==> config.mk <==
export PLATFORM = sky130hd
export DESIGN_NAME = header_length_frame_extractor_top_flat
export DESIGN_NICKNAME = d
export VERILOG_FILES = /design/src/design/hlfe_pkg.sv /design/src/design/hlfe_if.sv /design/src/design/hlfe_core.sv /design/src/design/hlfe_outq.sv /design/src/design/header_length_frame_extractor_top.sv /design/src/flat_wrapper.sv
export SDC_FILE = /design/constraint.sdc
export NUM_CORES = 1
export LEC_CHECK = 0
export BUFFER_PORTS_ARGS = -buffer_cell sky130_fd_sc_hd__buf_2
export CAP_MARGIN = 40
export CORE_MARGIN = 4
export CORE_UTILIZATION = 50
export CTS_BUF_LIST = sky130_fd_sc_hd__clkbuf_4
export DETAILED_ROUTE_END_ITERATION = 16
export GPL_ROUTABILITY_DRIVEN = 0
export PLACE_DENSITY = 0.69
export SKIP_LAST_GASP = 1
export SYNTH_ARGS = -nofsm -noshare
export SYNTH_HDL_FRONTEND = slang
export SYNTH_SLANG_ARGS = --single-unit
==> constraint.sdc <==
create_clock -name clk -period 3.8 [get_ports clk]
set_input_delay 0.57 -clock clk [delete_from_list [all_inputs] [get_ports clk]]
set_output_delay 0.57 -clock clk [all_outputs]
set_load 0.01 [all_outputs]
==> src/design/hlfe_pkg.sv <==
`timescale 1ns / 1ps

package hlfe_pkg;

  // Field widths
  localparam int unsigned BYTE_W   = 8;
  localparam int unsigned TRAIL_W  = 2;
  localparam int unsigned SIZE_W   = 9;
  localparam int unsigned CFG_IDX_W = 2;

  // Configuration register indexes
  localparam logic [CFG_IDX_W-1:0] CFG_SYNC_FIRST    = 2'd0;
  localparam logic [CFG_IDX_W-1:0] CFG_SYNC_SECOND   = 2'd1;
  localparam logic [CFG_IDX_W-1:0] CFG_TRAILER_COUNT = 2'd2;

  // Configuration reset values
  localparam logic [BYTE_W-1:0]  SYNC_FIRST_RST    = 8'hEF;
  localparam logic [BYTE_W-1:0]  SYNC_SECOND_RST   = 8'h12;
  localparam logic [TRAIL_W-1:0] TRAILER_COUNT_RST = 2'd2;

  // Header bytes seen before the command byte
  localparam logic [SIZE_W-1:0] HDR_BYTES = 9'd2;

  // Result queue depth; must hold the two items of a header completion
  localparam int unsigned OUTQ_DEPTH = 4;

  // Push counts into the result queue
  localparam logic [1:0] PUSH_NONE = 2'd0;
  localparam logic [1:0] PUSH_ONE  = 2'd1;
  localparam logic [1:0] PUSH_TWO  = 2'd2;

  typedef struct packed {
    logic [BYTE_W-1:0]  sync_first;
    logic [BYTE_W-1:0]  sync_second;
    logic [TRAIL_W-1:0] trailer_count;
  } cfg_t;

  typedef struct packed {
    logic [BYTE_W-1:0] out_byte;
    logic              frame_first;
    logic              frame_last;
    logic [SIZE_W-1:0] frame_size;
  } out_item_t;

  // Items produced by one accepted input byte, in delivery order
  typedef struct packed {
    logic [1:0] count;
    out_item_t  item0;
    out_item_t  item1;
  } push_t;

endpackage

==> src/design/hlfe_if.sv <==
`timescale 1ns / 1ps

// Input byte channel
interface hlfe_in_if;
  logic       valid;
  logic       ready;
  logic [7:0] in_byte;

  modport source (output valid, output in_byte, input ready);
  modport sink   (input valid, input in_byte, output ready);
endinterface

// Result channel
interface hlfe_out_if;
  logic       valid;
  logic       ready;
  logic [7:0] out_byte;
  logic       frame_first;
  logic       frame_last;
  logic [8:0] frame_size;

  modport source (output valid, output out_byte, output frame_first,
                  output frame_last, output frame_size, input ready);
  modport sink   (input valid, input out_byte, input frame_first,
                  input frame_last, input frame_size, output ready);
endinterface

// Configuration write channel
interface hlfe_cfg_if;
  logic       valid;
  logic       ready;
  logic [1:0] index;
  logic [7:0] data;

  modport source (output valid, output index, output data, input ready);
  modport sink   (input valid, input index, input data, output ready);
endinterface

==> src/design/hlfe_core.sv <==
`timescale 1ns / 1ps

module hlfe_core (
  input  logic                        clk,
  input  logic                        rst_n,
  input  logic                        accept,
  input  logic [7:0]                  in_byte,
  input  hlfe_pkg::cfg_t              cfg,
  output hlfe_pkg::push_t             push
);
  import hlfe_pkg::*;

  typedef enum logic [2:0] {
    PH_HUNT0,
    PH_HUNT1,
    PH_CMD,
    PH_LEN,
    PH_PAYLOAD,
    PH_TRAILER
  } phase_t;

  phase_t              phase_r, phase_nxt;
  logic [BYTE_W-1:0]   bytes_left_r, bytes_left_nxt;
  logic [SIZE_W-1:0]   frame_bytes_r, frame_bytes_nxt;
  logic [BYTE_W-1:0]   left_dec;
  logic                last;
  logic                fwd;

  assign left_dec = bytes_left_r - 8'd1;

  // Frame parser: next state and the items this byte produces
  always_comb begin
    phase_nxt       = phase_r;
    bytes_left_nxt  = bytes_left_r;
    frame_bytes_nxt = frame_bytes_r;
    last            = 1'b0;
    fwd             = 1'b0;
    push            = '0;
    push.count      = PUSH_NONE;

    unique case (phase_r)
      PH_HUNT0: begin
        if (in_byte == cfg.sync_first) phase_nxt = PH_HUNT1;
      end
      PH_HUNT1: begin
        if (in_byte == cfg.sync_second) begin
          push.count             = PUSH_TWO;
          push.item0.out_byte    = cfg.sync_first;
          push.item0.frame_first = 1'b1;
          push.item1.out_byte    = in_byte;
          frame_bytes_nxt        = HDR_BYTES;
          phase_nxt              = PH_CMD;
        end else if (in_byte != cfg.sync_first) begin
          phase_nxt = PH_HUNT0;
        end
      end
      PH_CMD: begin
        fwd             = 1'b1;
        frame_bytes_nxt = HDR_BYTES + 9'd1;
        phase_nxt       = PH_LEN;
      end
      PH_LEN: begin
        fwd             = 1'b1;
        frame_bytes_nxt = HDR_BYTES + 9'd2;
        bytes_left_nxt  = in_byte;
        if (in_byte != '0) begin
          phase_nxt = PH_PAYLOAD;
        end else if (cfg.trailer_count != '0) begin
          bytes_left_nxt = BYTE_W'(cfg.trailer_count);
          phase_nxt      = PH_TRAILER;
        end else begin
          phase_nxt = PH_HUNT0;
          last      = 1'b1;
        end
      end
      PH_PAYLOAD: begin
        fwd             = 1'b1;
        frame_bytes_nxt = frame_bytes_r + 9'd1;
        bytes_left_nxt  = left_dec;
        if (left_dec == '0) begin
          // payload done: trailer sampled here
          if (cfg.trailer_count != '0) begin
            bytes_left_nxt = BYTE_W'(cfg.trailer_count);
            phase_nxt      = PH_TRAILER;
          end else begin
            phase_nxt = PH_HUNT0;
            last      = 1'b1;
          end
        end
      end
      PH_TRAILER: begin
        fwd             = 1'b1;
        frame_bytes_nxt = frame_bytes_r + 9'd1;
        bytes_left_nxt  = left_dec;
        if (left_dec == '0) begin
          phase_nxt = PH_HUNT0;
          last      = 1'b1;
        end
      end
      default: begin
        phase_nxt = PH_HUNT0;
      end
    endcase

    // single forwarded frame byte
    if (fwd) begin
      push.count            = PUSH_ONE;
      push.item0.out_byte   = in_byte;
      push.item0.frame_last = last;
      push.item0.frame_size = last ? (frame_bytes_nxt - 9'd1) : '0;
    end
  end

  // Parser state, advanced on each accepted byte
  always_ff @(posedge clk) begin
    if (!rst_n) begin
      phase_r       <= PH_HUNT0;
      bytes_left_r  <= '0;
      frame_bytes_r <= '0;
    end else if (accept) begin
      phase_r       <= phase_nxt;
      bytes_left_r  <= bytes_left_nxt;
      frame_bytes_r <= frame_bytes_nxt;
    end
  end

endmodule

==> src/design/hlfe_outq.sv <==
`timescale 1ns / 1ps

module hlfe_outq (
  input  logic                   clk,
  input  logic                   rst_n,
  input  logic                   accept,
  input  hlfe_pkg::push_t        push,
  output logic                   room,
  output logic                   head_valid,
  output hlfe_pkg::out_item_t    head,
  input  logic                   head_ready
);
  import hlfe_pkg::*;

  localparam int unsigned PTR_W = $clog2(OUTQ_DEPTH);
  localparam int unsigned CNT_W = $clog2(OUTQ_DEPTH + 1);

  out_item_t          mem_r [OUTQ_DEPTH];
  logic [PTR_W-1:0]   wr_ptr_r, rd_ptr_r;
  logic [CNT_W-1:0]   count_r;
  logic [1:0]         n_push;
  logic               pop;

  assign n_push     = accept ? push.count : PUSH_NONE;
  assign head_valid = (count_r != '0);
  assign pop        = head_valid && head_ready;
  assign head       = mem_r[rd_ptr_r];
  // room for the two items of a header completion
  assign room       = (count_r <= CNT_W'(OUTQ_DEPTH - 2));

  // Pointers and fill count
  always_ff @(posedge clk) begin
    if (!rst_n) begin
      wr_ptr_r <= '0;
      rd_ptr_r <= '0;
      count_r  <= '0;
    end else begin
      wr_ptr_r <= wr_ptr_r + PTR_W'(n_push);
      rd_ptr_r <= rd_ptr_r + PTR_W'(pop);
      count_r  <= count_r + CNT_W'(n_push) - CNT_W'(pop);
    end
  end

  // Item storage
  always_ff @(posedge clk) begin
    if (n_push != PUSH_NONE) mem_r[wr_ptr_r] <= push.item0;
    if (n_push == PUSH_TWO)  mem_r[wr_ptr_r + PTR_W'(1)] <= push.item1;
  end

endmodule

==> src/design/header_length_frame_extractor_top.sv <==
`timescale 1ns / 1ps

// Sync-header, length-prefixed frame extractor. Accepts one stream byte per
// cycle and forwards the bytes of each recognized frame (sync header,
// command, length, payload, trailer) with first/last marks and, on the last
// byte, the frame size minus one. Bytes outside a frame are dropped. Each
// forwarded item is written into the result queue when its byte is accepted;
// the byte that completes the sync header produces two items. Items wait in
// a four-entry result queue, and in_port.ready is high while that queue has
// space for two items, so with the output taking one item per cycle the
// block sustains one byte per cycle. Configuration writes are always taken;
// index values past the register list are ignored.
module header_length_frame_extractor_top (
  input  logic      clk,
  input  logic      rst_n,
  hlfe_in_if.sink   in_port,
  hlfe_out_if.source out_port,
  hlfe_cfg_if.sink  cfg_port
);
  import hlfe_pkg::*;

  cfg_t      cfg_r;
  push_t     push;
  out_item_t head;
  logic      room;
  logic      accept;

  // Configuration registers
  assign cfg_port.ready = 1'b1;

  always_ff @(posedge clk) begin
    if (!rst_n) begin
      cfg_r.sync_first    <= SYNC_FIRST_RST;
      cfg_r.sync_second   <= SYNC_SECOND_RST;
      cfg_r.trailer_count <= TRAILER_COUNT_RST;
    end else if (cfg_port.valid) begin
      unique case (cfg_port.index)
        CFG_SYNC_FIRST:    cfg_r.sync_first    <= cfg_port.data;
        CFG_SYNC_SECOND:   cfg_r.sync_second   <= cfg_port.data;
        CFG_TRAILER_COUNT: cfg_r.trailer_count <= cfg_port.data[TRAIL_W-1:0];
        default: ;
      endcase
    end
  end

  // Input handshake
  assign in_port.ready = room;
  assign accept        = in_port.valid && room;

  hlfe_core u_core (
    .clk     (clk),
    .rst_n   (rst_n),
    .accept  (accept),
    .in_byte (in_port.in_byte),
    .cfg     (cfg_r),
    .push    (push)
  );

  hlfe_outq u_outq (
    .clk        (clk),
    .rst_n      (rst_n),
    .accept     (accept),
    .push       (push),
    .room       (room),
    .head_valid (out_port.valid),
    .head       (head),
    .head_ready (out_port.ready)
  );

  // Result payload
  assign out_port.out_byte    = head.out_byte;
  assign out_port.frame_first = head.frame_first;
  assign out_port.frame_last  = head.frame_last;
  assign out_port.frame_size  = head.frame_size;

endmodule

==> src/flat_wrapper.sv <==
// flat-port wrapper written by rule: the top's interface ports become plain ports
module header_length_frame_extractor_top_flat import hlfe_pkg::*;
  (clk, rst_n, in_port_valid, in_port_in_byte, in_port_ready, out_port_valid, out_port_out_byte, out_port_frame_first, out_port_frame_last, out_port_frame_size, out_port_ready, cfg_port_valid, cfg_port_index, cfg_port_data, cfg_port_ready);
  hlfe_in_if in_port_i ();
  hlfe_out_if out_port_i ();
  hlfe_cfg_if cfg_port_i ();
  input  logic clk;
  input  logic rst_n;
  input wire logic [$bits(in_port_i.valid)-1:0] in_port_valid;
  input wire logic [$bits(in_port_i.in_byte)-1:0] in_port_in_byte;
  output wire logic [$bits(in_port_i.ready)-1:0] in_port_ready;
  output wire logic [$bits(out_port_i.valid)-1:0] out_port_valid;
  output wire logic [$bits(out_port_i.out_byte)-1:0] out_port_out_byte;
  output wire logic [$bits(out_port_i.frame_first)-1:0] out_port_frame_first;
  output wire logic [$bits(out_port_i.frame_last)-1:0] out_port_frame_last;
  output wire logic [$bits(out_port_i.frame_size)-1:0] out_port_frame_size;
  input wire logic [$bits(out_port_i.ready)-1:0] out_port_ready;
  input wire logic [$bits(cfg_port_i.valid)-1:0] cfg_port_valid;
  input wire logic [$bits(cfg_port_i.index)-1:0] cfg_port_index;
  input wire logic [$bits(cfg_port_i.data)-1:0] cfg_port_data;
  output wire logic [$bits(cfg_port_i.ready)-1:0] cfg_port_ready;
  assign in_port_i.valid = in_port_valid;
  assign in_port_i.in_byte = in_port_in_byte;
  assign in_port_ready = in_port_i.ready;
  assign out_port_valid = out_port_i.valid;
  assign out_port_out_byte = out_port_i.out_byte;
  assign out_port_frame_first = out_port_i.frame_first;
  assign out_port_frame_last = out_port_i.frame_last;
  assign out_port_frame_size = out_port_i.frame_size;
  assign out_port_i.ready = out_port_ready;
  assign cfg_port_i.valid = cfg_port_valid;
  assign cfg_port_i.index = cfg_port_index;
  assign cfg_port_i.data = cfg_port_data;
  assign cfg_port_ready = cfg_port_i.ready;
  header_length_frame_extractor_top u_core (.clk(clk), .rst_n(rst_n), .in_port(in_port_i), .out_port(out_port_i), .cfg_port(cfg_port_i));
endmodule
# Word level (Yosys, flattened, before mapping)
# Memories as Yosys holds them, arrays and structs flattened. A register that Yosys moved wholly into a read port is not among the register bits.
# Cells that the tools add are included.
# word_totals
ramBits,76
regBits,45
n_memories,1
elab_cells,85
# memory_table
memory,depth,width,rd,rd_ports_with_merged_regs,wr,line,source
u_core.u_outq.mem_r,4,19,1,1,2,hlfe_outq.sv:18,out_item_t mem_r [OUTQ_DEPTH];
# classes
magnitude_cmp,1
eq_ne,15
n_addsub,8
muxes,34
n_reduce_logical,17
# op_table
cell,n
two-way mux 8 bit,6
case mux 9 bit (4 select lines),1
case mux 8 bit (3 select lines),1
two-way mux 11 bit,2
two-way mux 3 bit,7
two-way mux 10 bit,2
two-way mux 9 bit,2
case mux 3 bit (6 select lines),1
equality test 8 bit,2
"adder 9 x 1 -> 9 bit, second input constant",1
two-way mux 1 bit,9
"subtractor 9 x 1 -> 9 bit, second input constant",1
logical NOT 8 bit,1
!= test 8 bit,1
AND reduction 2 bit,4
nonzero test 8 bit,1
"subtractor 8 x 1 -> 8 bit, second input constant",1
"equality test 3 x 2 -> 1 bit, second input constant",2
"equality test 3 bit, second input constant",2
"!= test 2 bit, second input constant",3
nonzero test 3 bit,2
AND reduction 5 bit,1
"equality test 2 bit, second input constant",2
two-way mux 2 bit,2
16 further kinds,18

# Logic depth before layout (Yosys ltp)
# Gate-level depths: netlist (run 1).
# depth
depth_word,8
depth_mapped,14
ltp_nobuf,12

# Modules after synthesis
# Synthesis (run 1) repeated with hierarchy kept, for this count alone.
# unflattened
hier_cells,631
hier_area_um2,7153.1
# modules_own_cells
mod,n_inst,cells_each,seq_area_each_um2,area_per_inst_um2
hlfe_outq,1,236,2422.3,4136.5
hlfe_core,1,314,400.4,2223.4
header_length_frame_extractor_top,1,81,360.3,793.3

# Worst setup path after synthesis (run 1)
# Ideal clock, no wire load.
# synth_timing
path_kind,input to register
start,input port in_port_in_byte[7]
end,register u_core.u_outq.count_r[2]
cell_stages,12
arrival_ns,2.949
required_time_ns,3.685
setup_slack_ns,0.736
cell_sequence,clkbuf_1 xnor2_1 nand4_1 nor3b_1 nand2_1 nor2_1 inv_1 ha_1 fa_1 xor2_1 xnor2_1 and2_1
# synth_via
elab_chain_len,7
# synth_rtl
element,line,source
start: declaration,flat_wrapper.sv:10,input wire logic [$bits(in_port_i.in_byte)-1:0] in_port_in_byte;
equality test 8 bit,hlfe_core.sv:46,if (in_byte == cfg.sync_second) begin
two-way mux 11 bit,hlfe_core.sv:46,
two-way mux 11 bit,hlfe_core.sv:41,unique case (phase_r)
two-way mux 10 bit,hlfe_core.sv:106,if (fwd) begin
two-way mux 2 bit,hlfe_outq.sv:24,assign n_push = accept ? push.count : PUSH_NONE;
adder 3 x 2 -> 3 bit,hlfe_outq.sv:40,count_r <= count_r + CNT_W'(n_push) - CNT_W'(pop);
subtractor 3 x 1 -> 3 bit,hlfe_outq.sv:40,
end signal: assignment,hlfe_outq.sv:40,
end: declaration,hlfe_outq.sv:20,logic [CNT_W-1:0] count_r;
# No other way between the ends.
# A chain may end at the register's enable or synchronous reset.

==> flow_summary.toml, run 1 <==
[synthesis]
netlist_area_um2 = 6220
netlist-cell-type-count = 67
post_synth_arst_share_pct = 0
syn_avg_cell_area_um2 = 10.1
mapped_nets = 650
synth_common_cells = "89 x sky130_fd_sc_hd__dfxtp_1, 64 x sky130_fd_sc_hd__nand2_1, 40 x sky130_fd_sc_hd__clkbuf_1, 37 x sky130_fd_sc_hd__nor2_1, 34 x sky130_fd_sc_hd__a32o_1"
synth_flop_type = "sky130_fd_sc_hd__dfxtp_1"
synth-seq-cells = 121
postSynthCellCount = 616
yosysTopAreaCellShare_pct = 28.7
synth_warnings = 0
synth_enable_flop_cells = 32
synth_sequential_area_ratio_pct = 44.1
synthDominantAreaCellType = "sky130_fd_sc_hd__dfxtp_1"
synthMostInstantiatedCell = "sky130_fd_sc_hd__dfxtp_1"
synth_area_leaders = "sky130_fd_sc_hd__dfxtp_1 29%, sky130_fd_sc_hd__edfxtp_1 15%, sky130_fd_sc_hd__mux4_2 6.9%"

[sta]
min_period_ns = 3.48
endpoints_failing_setup = 0
finalClockSkew_ns = 0.0229
slew_headroom_pct = 42.6
unrepaired_setup_endpoints_after_global_routing = "no"
slew_viol_final = 0
period_share_pct = 91.7
fin_tns_setup_ns = 0
timing.final.hold_violations = 0
max_clock_freq_mhz = 287
max_slew.worst_pin.slew_ns = 0.859

[clocking]
clkSinkCount = 121
tritoncts = "done"
clk_root_buffer_cell = "sky130_fd_sc_hd__clkbuf_4"
htree_levels = 4
number_of_buffers_inserted_for_hold_repair_after_clock_tree_synthesis = 0
cts-resized-gates = 0
post_cts.repair.setup_buffers = 0
clock_pin_slew_worst_setup_and_hold_paths_ns = 0.13
cts_buffer_depth = 2
clk_latency_ns = 0.55
cts_inserted_buffers = 17

[setup_path]
worstSetupPathType = "flip-flop to flip-flop"
crit_path_max_fanout = 14
cp_max_stage_delay_ns = 0.55
timing.critical_path.from_type = "flip-flop"
crit_required_ns = 4.26
critPathCaptureType = "flip-flop"
critical_path.reg2reg.endpoint = "u_core.u_outq.mem_r[3][2]$_SDFFE_PP0P_"
worstReg2RegStart = "u_core.u_core.bytes_left_r[0]$_SDFFE_PN0P_"
crit_path_cell_trace = "inv_1 > ha_1 > or4b_4 > or4b_1 > a311o_1 > or4_4 > o31ai_4 > o21ai_1 > o31ai_1"
worstRegToRegCells = 9
beginning_of_the_critical_path = "u_core.u_core.bytes_left_r[0]$_SDFFE_PN0P_"
crit_end = "u_core.u_outq.mem_r[3][2]$_SDFFE_PP0P_"
slowest_cell_on_crit_path = "sky130_fd_sc_hd__or4_4"
arrival_ns = 3.94
rrSetupSlack_ns = 0.32

[global_route]
groute.usage.overall_pct = 22.1
wire_length_of_the_first_global_routing_pass_um = 25000
overflow = 0
largest_net_degree_at_the_start_of_global_routing = 48
grt_pass1_vias = 4829
number_of_antenna_violations_at_the_first_check_in_global_routing = 2

[routing]
via_per_inst = 6.07
routed_length_per_placed_instance_um = 17.9
detail_route.wirelength_um = 15000
drt_iter0_markers = 470
firstDrtPassIters = 5
drt.antenna.violating_nets = 0
routed-via-count = 5066
drc = 0

[job]
max_cap_violations = 0

[finish]
area.growth.synth_to_final_pct = 11.4
filler_cell_count = 1087
share_of_final_layout_standard_cells_stronger_than_drive_strength_1_pct = 18.5
final_nets = 686

[power_and_ir_drop]
leakage_power_summed_over_all_cells_nw = 2.68
fin_total_pwr_mw = 3.09
power_density_nw_per_um2 = 446
vdd_ir_drop_max_mv = 0.196

[floorplanning]
placeableCoreArea_um2 = 12100
die_w_um = 120
ioPinCount = 45
row_count = 40
dieArea_um2 = 14300
fp.dieH_um = 120
initial_utilization_pct = 51.3

[placed_design]
detail_placement_hpwl_um = 10500
port-buffer-count = 43

[worst_hold_path]
min_path_type = "input pin to flip-flop"

[run_status]
status = "complete, no violations"
## final cells by class
class / count / area (um^2) / area share [%]
antenna: 2 / 5.00 / 0.0722
inverter: 18 / 67.6 / 0.975
timing repair buffer: 62 / 363 / 5.24
clock inverter: 15 / 186 / 2.69
sequential: 121 / 2740 / 39.6
tap: 168 / 210 / 3.03
clock buffer: 17 / 128 / 1.84
multi-input combinational: 432 / 3230 / 46.6
## cells in the final DEF, fill, tap and decap left out, types with 18 or more instances in the layout
master,synthesis,routed
sky130_fd_sc_hd__a32o_1,34,34
sky130_fd_sc_hd__edfxtp_1,32,32
sky130_fd_sc_hd__nand2_1,64,64
sky130_fd_sc_hd__nor2_1,37,37
sky130_fd_sc_hd__dfxtp_1,89,89
sky130_fd_sc_hd__xnor2_1,22,22
sky130_fd_sc_hd__o21ai_0,21,21
sky130_fd_sc_hd__nand3_1,19,19
sky130_fd_sc_hd__mux4_2,19,19
sky130_fd_sc_hd__inv_1,18,18
sky130_fd_sc_hd__buf_2,1,44
sky130_fd_sc_hd__o2bb2ai_1,20,20
## critical path, delay by kind of cell, from the launching register on
| family | cells | cell delay [ns] |
|---|---|---|
| and+or+nand+nor | 3 | 1.54 |
| AOI/OAI and AO/OA | 4 | 1.09 |
| buffers and inverters | 1 | 0.10 |
| adders and majority gates | 1 | 0.25 |
| DFF | 1 | 0.41 |
## through the flow
step / hold WS [ns] / setup WS, ns / std cells / utilization, % / cell area [um^2]
6_report: 0.264 / 0.317 / 835 / 57.2 / 6930
5_1_grt: 0.217 / 0.156 / 835 / 57.2 / 6930
4_1_cts: 0.231 / 0.356 / 833 / 57.2 / 6920
3_5_place_dp: 0.442 / 0.403 / 801 / 54.6 / 6610
3_3_place_gp: 0.431 / 0.567 / 799 / 54.4 / 6590
2_1_floorplan: 0.419 / 0.736 / 616 / - / 6220
## logic make-up after synthesis
group | after synthesis | synth area share (%)
multiplexers | 29 | 8.49
AO/OA/AOI/OAI | 158 | 20.2
other | 1 | 0.0603
AND/OR/NAND/NOR | 203 | 16.5
buffers and inverters | 63 | 4.00
adder cells (fa/ha/maj) | 11 | 2.33
flip-flops | 121 | 44.1
XOR/XNOR | 30 | 4.23
## power breakdown
part           total [mW]  switching, mW  internal, mW
clock                1.01          0.542         0.472
combinational       0.662          0.369         0.293
sequential           1.41         0.0524          1.36
total                3.09          0.964          2.12
## worst min-delay path by stage
stage / startpoint / end / slack, ns / depth (start not counted)
2_1_floorplan: u_core.u_outq.mem_r[3][9]$_SDFFE_PP0P_ / u_core.u_outq.mem_r[3][9]$_SDFFE_PP0P_ / 0.42 / 2
3_3_place_gp: u_core.u_outq.mem_r[1][10]$_SDFFE_PP0P_ / u_core.u_outq.mem_r[1][10]$_SDFFE_PP0P_ / 0.43 / 1
3_5_place_dp: u_core.u_outq.mem_r[0][10]$_SDFFE_PP0P_ / u_core.u_outq.mem_r[0][10]$_SDFFE_PP0P_ / 0.44 / 1
4_1_cts: cfg_port_data[6] / u_core.cfg_r[16]$_SDFFE_PN1P_ / 0.23 / 3
5_1_grt: cfg_port_data[6] / u_core.cfg_r[16]$_SDFFE_PN1P_ / 0.22 / 3
6_report: cfg_port_data[7] / u_core.cfg_r[17]$_SDFFE_PN1P_ / 0.26 / 3
## flip-flops by register name (all words and copies together), names as in the netlist
signal                       flops
u_core.u_core.frame_bytes_r      9
u_core.u_outq.mem_r             76
u_core.u_core.phase_r            3
u_core.u_outq.wr_ptr_r           2
u_core.u_outq.count_r            3
u_core.u_outq.rd_ptr_r           2
u_core.cfg_r                    18
u_core.u_core.bytes_left_r       8
## metal layers
metal  share of wire, %  wire length, um  track usage (%)  up-vias
li1                   -                -                -     2403
met1                 46             6830             30.5     2452
met3                5.7              852             5.14       26
met4                1.5              227             8.16        0
met2                 47             7080             34.0      185
met5                  0                0                0        -
Power figures use the tool's default switching activity.
==> run 2, diff against run 1 <==
--- a/config.mk
+++ b/config.mk
@@ -12,6 +12,7 @@
 export CTS_BUF_LIST = sky130_fd_sc_hd__clkbuf_4
 export DETAILED_ROUTE_END_ITERATION = 16
 export GPL_ROUTABILITY_DRIVEN = 0
+export GPL_TIMING_DRIVEN = 0
 export PLACE_DENSITY = 0.69
 export SKIP_LAST_GASP = 1
 export SYNTH_ARGS = -nofsm -noshare
==> run 2 against run 1 <==
  * Final cell count grew 2.4%
  * Clock power fell by 12%
  * Clock skew down 0.0023 ns
  * Setup slack lost 0.058 ns
  * Sequential power about the same
  * Flip-flop and latch count did not move
==> flow_summary.toml, run 2 (synthesized netlist as in run 1, its figures left out) <==
[run_status]
status = "complete, no violations"

[placed_design]
detail_placement_hpwl_um = 11400
pre_cts_slack_ns = -0.227
port-buffer-count = 34

[finish]
area.growth.synth_to_final_pct = 11.3
mostFrequentLayoutCell = "sky130_fd_sc_hd__dfxtp_1"
largest_register_ff_count = 76
insertedDiodeCount = 0
reg_top3 = "u_core.u_outq.mem_r: 76 flops, u_core.cfg_r: 18 flops, u_core.u_core.frame_bytes_r: 9 flops"
final_nets = 708
register_with_the_highest_flop_count = "u_core.u_outq.mem_r"
most-common-layout-cells = "89 x sky130_fd_sc_hd__dfxtp_1, 64 x sky130_fd_sc_hd__nand2_1, 39 x sky130_fd_sc_hd__clkbuf_1"
share_of_final_layout_standard_cells_stronger_than_drive_strength_1_pct = 15.6
filler_cell_count = 1088

[floorplanning]
dieArea_um2 = 14300
initial_utilization_pct = 51.3
row_count = 40
fp.dieH_um = 120
ioPinCount = 45
placeableCoreArea_um2 = 12100
die_w_um = 120

[routing]
routed_length_per_placed_instance_um = 18.6
drc = 0
firstDrtPassIters = 6
routed-via-count = 5169
drt_iter0_markers = 415
via_per_inst = 6.05
detail_route.wirelength_um = 15900
drt.antenna.violating_nets = 0

[sta]
endpoints_failing_setup = 0
unrepaired_setup_endpoints_after_global_routing = "no"
finalClockSkew_ns = 0.0206
timing.final.hold_violations = 0
layout_setup_ws_ns = 0.259
period_share_pct = 93.2
max_slew.worst_pin.slew_ns = 0.919
max_clock_freq_mhz = 282
slew_headroom_pct = 38.0
slew_viol_final = 0
min_period_ns = 3.54

[global_route]
overflow = 0
grt_pass1_vias = 5278
wire_length_of_the_first_global_routing_pass_um = 26300
number_of_antenna_violations_at_the_first_check_in_global_routing = 0
largest_net_degree_at_the_start_of_global_routing = 17
groute.usage.overall_pct = 23.0

[power_and_ir_drop]
cell_internal_pwr_mw = 2.06
leakage_power_summed_over_all_cells_nw = 2.61
vdd_ir_drop_max_mv = 0.187
seq_power_share_pct = 47.4
total_net_switching_power_mw = 0.914
fin_total_pwr_mw = 2.97
sw_frac_of_total_pct = 30.8
power_density_nw_per_um2 = 429
combinationalPowerShare_pct = 22.7
clock_power_share_pct = 29.9

[setup_path]
beginning_of_the_critical_path = "u_core.u_core.phase_r[1]$_SDFFE_PN0P_"
crit_top_cell = "sky130_fd_sc_hd__inv_1"
crit_path_cell_trace = "clkbuf_1 > inv_1 > ha_1 > inv_1 > o21ai_0 > nor3_2 > a31oi_1 > clkbuf_1 > inv_1"
crit_path_max_fanout = 10
worstReg2RegStart = "u_core.u_core.phase_r[1]$_SDFFE_PN0P_"
timing.critical_path.from_type = "flip-flop"
critPathCaptureType = "flip-flop"
slowest_cell_on_crit_path = "sky130_fd_sc_hd__o21ai_0"
arrival_ns = 3.74
critical_path.reg2reg.endpoint = "u_core.u_outq.mem_r[0][12]$_DFFE_PP_"
worstSetupPathType = "flip-flop to flip-flop"
cp_max_stage_delay_ns = 0.63
crit_end = "u_core.u_outq.mem_r[0][12]$_DFFE_PP_"
worstRegToRegCells = 9
rrSetupSlack_ns = 0.26
crit_required_ns = 4.00

[job]
max_cap_violations = 0

[clocking]
clkSinkCount = 121
clk_root_buffer_cell = "sky130_fd_sc_hd__clkbuf_4"
tritoncts = "done"
clk_latency_ns = 0.53
cts_inserted_buffers = 17
cts_buffer_depth = 2
htree_levels = 4
number_of_buffers_inserted_for_hold_repair_after_clock_tree_synthesis = 0
clock_pin_slew_worst_setup_and_hold_paths_ns = 0.12

[worst_hold_path]
min_path_type = "input pin to flip-flop"
[run 2: repair_timing]
action / 4_1_cts / 5_1_grt
endpoints found under the setup margin: 4 / 38
resized for setup: 1 / 7
pin swaps: 0 / 1
buffers inserted: 0 / 1
[run 2: through the flow]
| stage | hold slack, ns | area, um^2 | TNS, ns | utilization [%] | std cells |
|---|---|---|---|---|---|
| 6_report | 0.272 | 6920 | 0 | 57.1 | 855 |
| 3_5_place_dp | 0.438 | 6630 | -2.30 | 54.7 | 822 |
| 3_3_place_gp | 0.430 | 6600 | -1.96 | 54.5 | 818 |
| 5_1_grt | 0.243 | 6920 | 0 | 57.1 | 855 |
| 4_1_cts | 0.242 | 6910 | 0 | 57.0 | 854 |
| 2_1_floorplan | 0.419 | 6220 | 0 | - | 616 |
[run 2: worst min path at each step]
stage	start	cells past startpoint	slack [ns]	end
2_1_floorplan	u_core.u_outq.mem_r[3][9]$_SDFFE_PP0P_	2	0.42	u_core.u_outq.mem_r[3][9]$_SDFFE_PP0P_
3_3_place_gp	u_core.u_outq.mem_r[3][6]$_SDFFE_PP0P_	2	0.43	u_core.u_outq.mem_r[3][6]$_SDFFE_PP0P_
3_5_place_dp	u_core.u_outq.mem_r[3][9]$_SDFFE_PP0P_	2	0.44	u_core.u_outq.mem_r[3][9]$_SDFFE_PP0P_
4_1_cts	cfg_port_data[4]	3	0.24	u_core.cfg_r[6]$_SDFFE_PN1P_
5_1_grt	cfg_port_data[4]	3	0.24	u_core.cfg_r[6]$_SDFFE_PN1P_
6_report	cfg_port_data[4]	3	0.27	u_core.cfg_r[6]$_SDFFE_PN1P_
[run 2: area by class of cell]
type	instances	area [um^2]	area share, %
Multi-Input combinational cell	432	3240	46.8
Sequential cell	121	2740	39.6
Timing Repair Buffer	39	210	3.04
Tap cell	168	210	3.04
Buffer	45	183	2.64
Clock buffer	19	143	2.06
Clock inverter	13	128	1.84
Inverter	18	67.6	0.976
[run 2: power by group through the flow]
stage          Sequential, mW  Clock [mW]  Combinational (mW)
2_1_floorplan            1.42           0               0.478
3_3_place_gp             1.43           0               0.637
3_5_place_dp             1.44           0               0.673
4_1_cts                  1.41       0.897               0.678
5_1_grt                  1.41       0.955               0.749
6_report                 1.41       0.889               0.673
[run 2: metal layers]
metal	global-route usage [%]	routed length (um)	vias to the layer above	part of all wire, %
li1	-	-	2438	-
met5	0	0	-	0
met4	7.73	267	0	1.7
met1	29.4	6750	2500	42
met2	38.8	7920	203	50
met3	4.85	965	28	6.1
[run 2: worst max-delay path: cells and delay by family, from the launching register on]
kind	cells	cell delay [ns]
adders and majority gates	1	0.33
buffers and inverters	5	1.48
DFF	1	0.32
AOI/OAI and AO/OA	2	0.96
and+or+nand+nor	1	0.13
==> run 3, diff against run 2 <==
--- a/config.mk
+++ b/config.mk
@@ -14,7 +14,9 @@
 export GPL_ROUTABILITY_DRIVEN = 0
 export GPL_TIMING_DRIVEN = 0
 export PLACE_DENSITY = 0.69
+export REMOVE_ABC_BUFFERS = 1
 export SKIP_LAST_GASP = 1
+export SLEW_MARGIN = 20
 export SYNTH_ARGS = -nofsm -noshare
 export SYNTH_HDL_FRONTEND = slang
 export SYNTH_SLANG_ARGS = --single-unit
==> run 3 against run 2 <==
  * Non-clock buffer count is 29 lower
  * Clock-buffer cell count down 2
  * Die area is the same
  * Utilization decreased by 0.13 points
  * Flip-flop and latch count unchanged
  * First-iteration DRC count grew 11%
  * Final cell count decreased by 3.4%
  * Power increased by 1.1%
  * Combinational power is 6.2% lower
  * Critical path depth grew 2
  * Critical endpoint is now u_core.u_outq.count_r[2]$_SDFF_PN0_
  * Highest routed layer unchanged
==> flow_summary.toml, run 3 (synthesized netlist as in run 1, its figures left out) <==
[sta]
unrepaired_setup_endpoints_after_global_routing = "yes"
finalClockSkew_ns = 0.0187
endpoints_failing_setup = 0
slew_viol_final = 0
timing.final.hold_violations = 0
period_share_pct = 94.4
layout_setup_ws_ns = 0.211
fin_tns_setup_ns = 0
slew_headroom_pct = 39.4
min_period_ns = 3.59
max_slew.worst_pin.slew_ns = 0.887
max_clock_freq_mhz = 279

[setup_path]
crit_required_ns = 4.26
crit_path_max_fanout = 10
cp_max_stage_delay_ns = 0.53
critPathCaptureType = "flip-flop"
beginning_of_the_critical_path = "u_core.u_core.phase_r[0]$_SDFFE_PN0P_"
cpLargestDelayFamily = "simple AND/OR/NAND/NOR gates"
worstSetupPathType = "flip-flop to flip-flop"
crit_path_cell_trace = "nor2b_1 > and2_1 > nor3b_1 > nand2_1 > nor2_1 > inv_1 > ha_1 > fa_1 > xor2_1 > xnor2_1 > and2_1"
timing.critical_path.from_type = "flip-flop"
arrival_ns = 4.05
slowest_cell_on_crit_path = "sky130_fd_sc_hd__dfxtp_1"
crit_buf_inv = 1
worstReg2RegStart = "u_core.u_core.phase_r[0]$_SDFFE_PN0P_"
crit_top_cell = "sky130_fd_sc_hd__and2_1"

[floorplanning]
placeableCoreArea_um2 = 12100
die_w_um = 120
fp.dieH_um = 120
dieArea_um2 = 14300
ioPinCount = 45
row_count = 40
initial_utilization_pct = 51.3

[finish]
final_core_util_pct = 57.0
share_of_final_layout_standard_cells_stronger_than_drive_strength_1_pct = 17.6
area.growth.synth_to_final_pct = 11.1
register_with_the_highest_flop_count = "u_core.u_outq.mem_r"
largest_register_ff_count = 76
final_nets = 679
most-common-layout-cells = "88 x sky130_fd_sc_hd__dfxtp_1, 64 x sky130_fd_sc_hd__nand2_1, 47 x sky130_fd_sc_hd__buf_2"
mostFrequentLayoutCell = "sky130_fd_sc_hd__dfxtp_1"
filler_cell_count = 1082
reg_top3 = "u_core.u_outq.mem_r: 76 flops, u_core.cfg_r: 18 flops, u_core.u_core.frame_bytes_r: 9 flops"
insertedDiodeCount = 0
layout.cells.non_filler = 826

[global_route]
groute.usage.overall_pct = 22.5
wire_length_of_the_first_global_routing_pass_um = 25400
number_of_antenna_violations_at_the_first_check_in_global_routing = 0
overflow = 0
largest_net_degree_at_the_start_of_global_routing = 48
grt_pass1_vias = 4974

[routing]
firstDrtPassIters = 5
detail_route.wirelength_um = 15700
routed-via-count = 5062
via_per_inst = 6.13
drc = 0
routed_length_per_placed_instance_um = 19.0
drt.antenna.violating_nets = 0
drt_iter0_markers = 459

[worst_hold_path]
min_path_type = "input pin to flip-flop"
hold_start = "cfg_port_data[4]"

[clocking]
cts_buffer_depth = 2
cts_inserted_buffers = 17
number_of_buffers_inserted_for_hold_repair_after_clock_tree_synthesis = 0
tritoncts = "done"
clk_root_buffer_cell = "sky130_fd_sc_hd__clkbuf_4"
clock_pin_slew_worst_setup_and_hold_paths_ns = 0.11
htree_levels = 4
clkSinkCount = 121
clk_latency_ns = 0.56

[placed_design]
port-buffer-count = 43
detail_placement_hpwl_um = 10700
pre_cts_slack_ns = 0.0646
placedCellCount = 792

[job]
max_cap_violations = 0

[run_status]
status = "complete, no violations"

[power_and_ir_drop]
vdd_ir_drop_max_mv = 0.208
power_density_nw_per_um2 = 435
leakage_power_summed_over_all_cells_nw = 2.65
run 3: cell types whose count changed in the layout (fill, tap and decap cells not counted), sizes merged:
cell | previous run | this run
clkinvlp | 3 | 1
clkbuf | 59 | 17
buf | 44 | 54
clkinv | 5 | 7
inv | 21 | 23
dlymetal6s2s | 0 | 1
run 3: metrics by stage:
step	total power [mW]	area [um^2]	hold slack (ns)
final	3.00	6910	0.249
after global routing	3.17	6910	0.221
after CTS	3.03	6860	0.204
after detailed placement	2.11	6580	0.439
after global placement	2.05	6460	0.428
after floorplan	1.88	6040	0.419
run 3: tightest hold or removal path: cells and delay by family:
kind / cells / cell delay (ns)
buf+inv: 1 / 0.09
mux: 1 / 0.06
simple gates: 1 / 0.05
run 3: worst paths after layout:
kind                            slack [ns]                                 endpoint  cells past startpoint
worst min register to register        0.47  u_core.u_outq.mem_r[3][10]$_SDFFE_PP0P_                      1
worst max register to register        0.21      u_core.u_outq.count_r[2]$_SDFF_PN0_                     11
worst max-delay path                  0.21      u_core.u_outq.count_r[2]$_SDFF_PN0_                     11
worst min-delay path                  0.25             u_core.cfg_r[6]$_SDFFE_PN1P_                      3
run 3: repair_timing:
action | in CTS | in global routing
setup buffers | 0 | 0
setup endpoints to repair | 0 | 32
resized for setup | 0 | 3
run 3: per-layer routing:
metal	global-route usage [%]	wire length [um]	vias to the layer above
li1	-	-	2370
met1	29.2	6650	2463
met2	36.7	7590	198
met3	5.23	1150	31
met4	8.23	278	0
met5	0	0	-
run 3: report_power, final:
| part | internal [mW] | total, mW | switching [mW] |
|---|---|---|---|
| clock network | 0.391 | 0.924 | 0.533 |
| logic | 0.302 | 0.631 | 0.329 |
| registers | 1.36 | 1.45 | 0.0862 |
run 3: area by class of cell:
cell class / instances / area [um^2] / share of cell area (%)
clock inverter: 15 / 149 / 2.16
multi-input combinational: 432 / 3250 / 47.0
timing repair buffer: 55 / 360 / 5.22
tap: 168 / 210 / 3.04
clock buffer: 17 / 128 / 1.85
sequential: 121 / 2740 / 39.7
inverter: 18 / 67.6 / 0.978
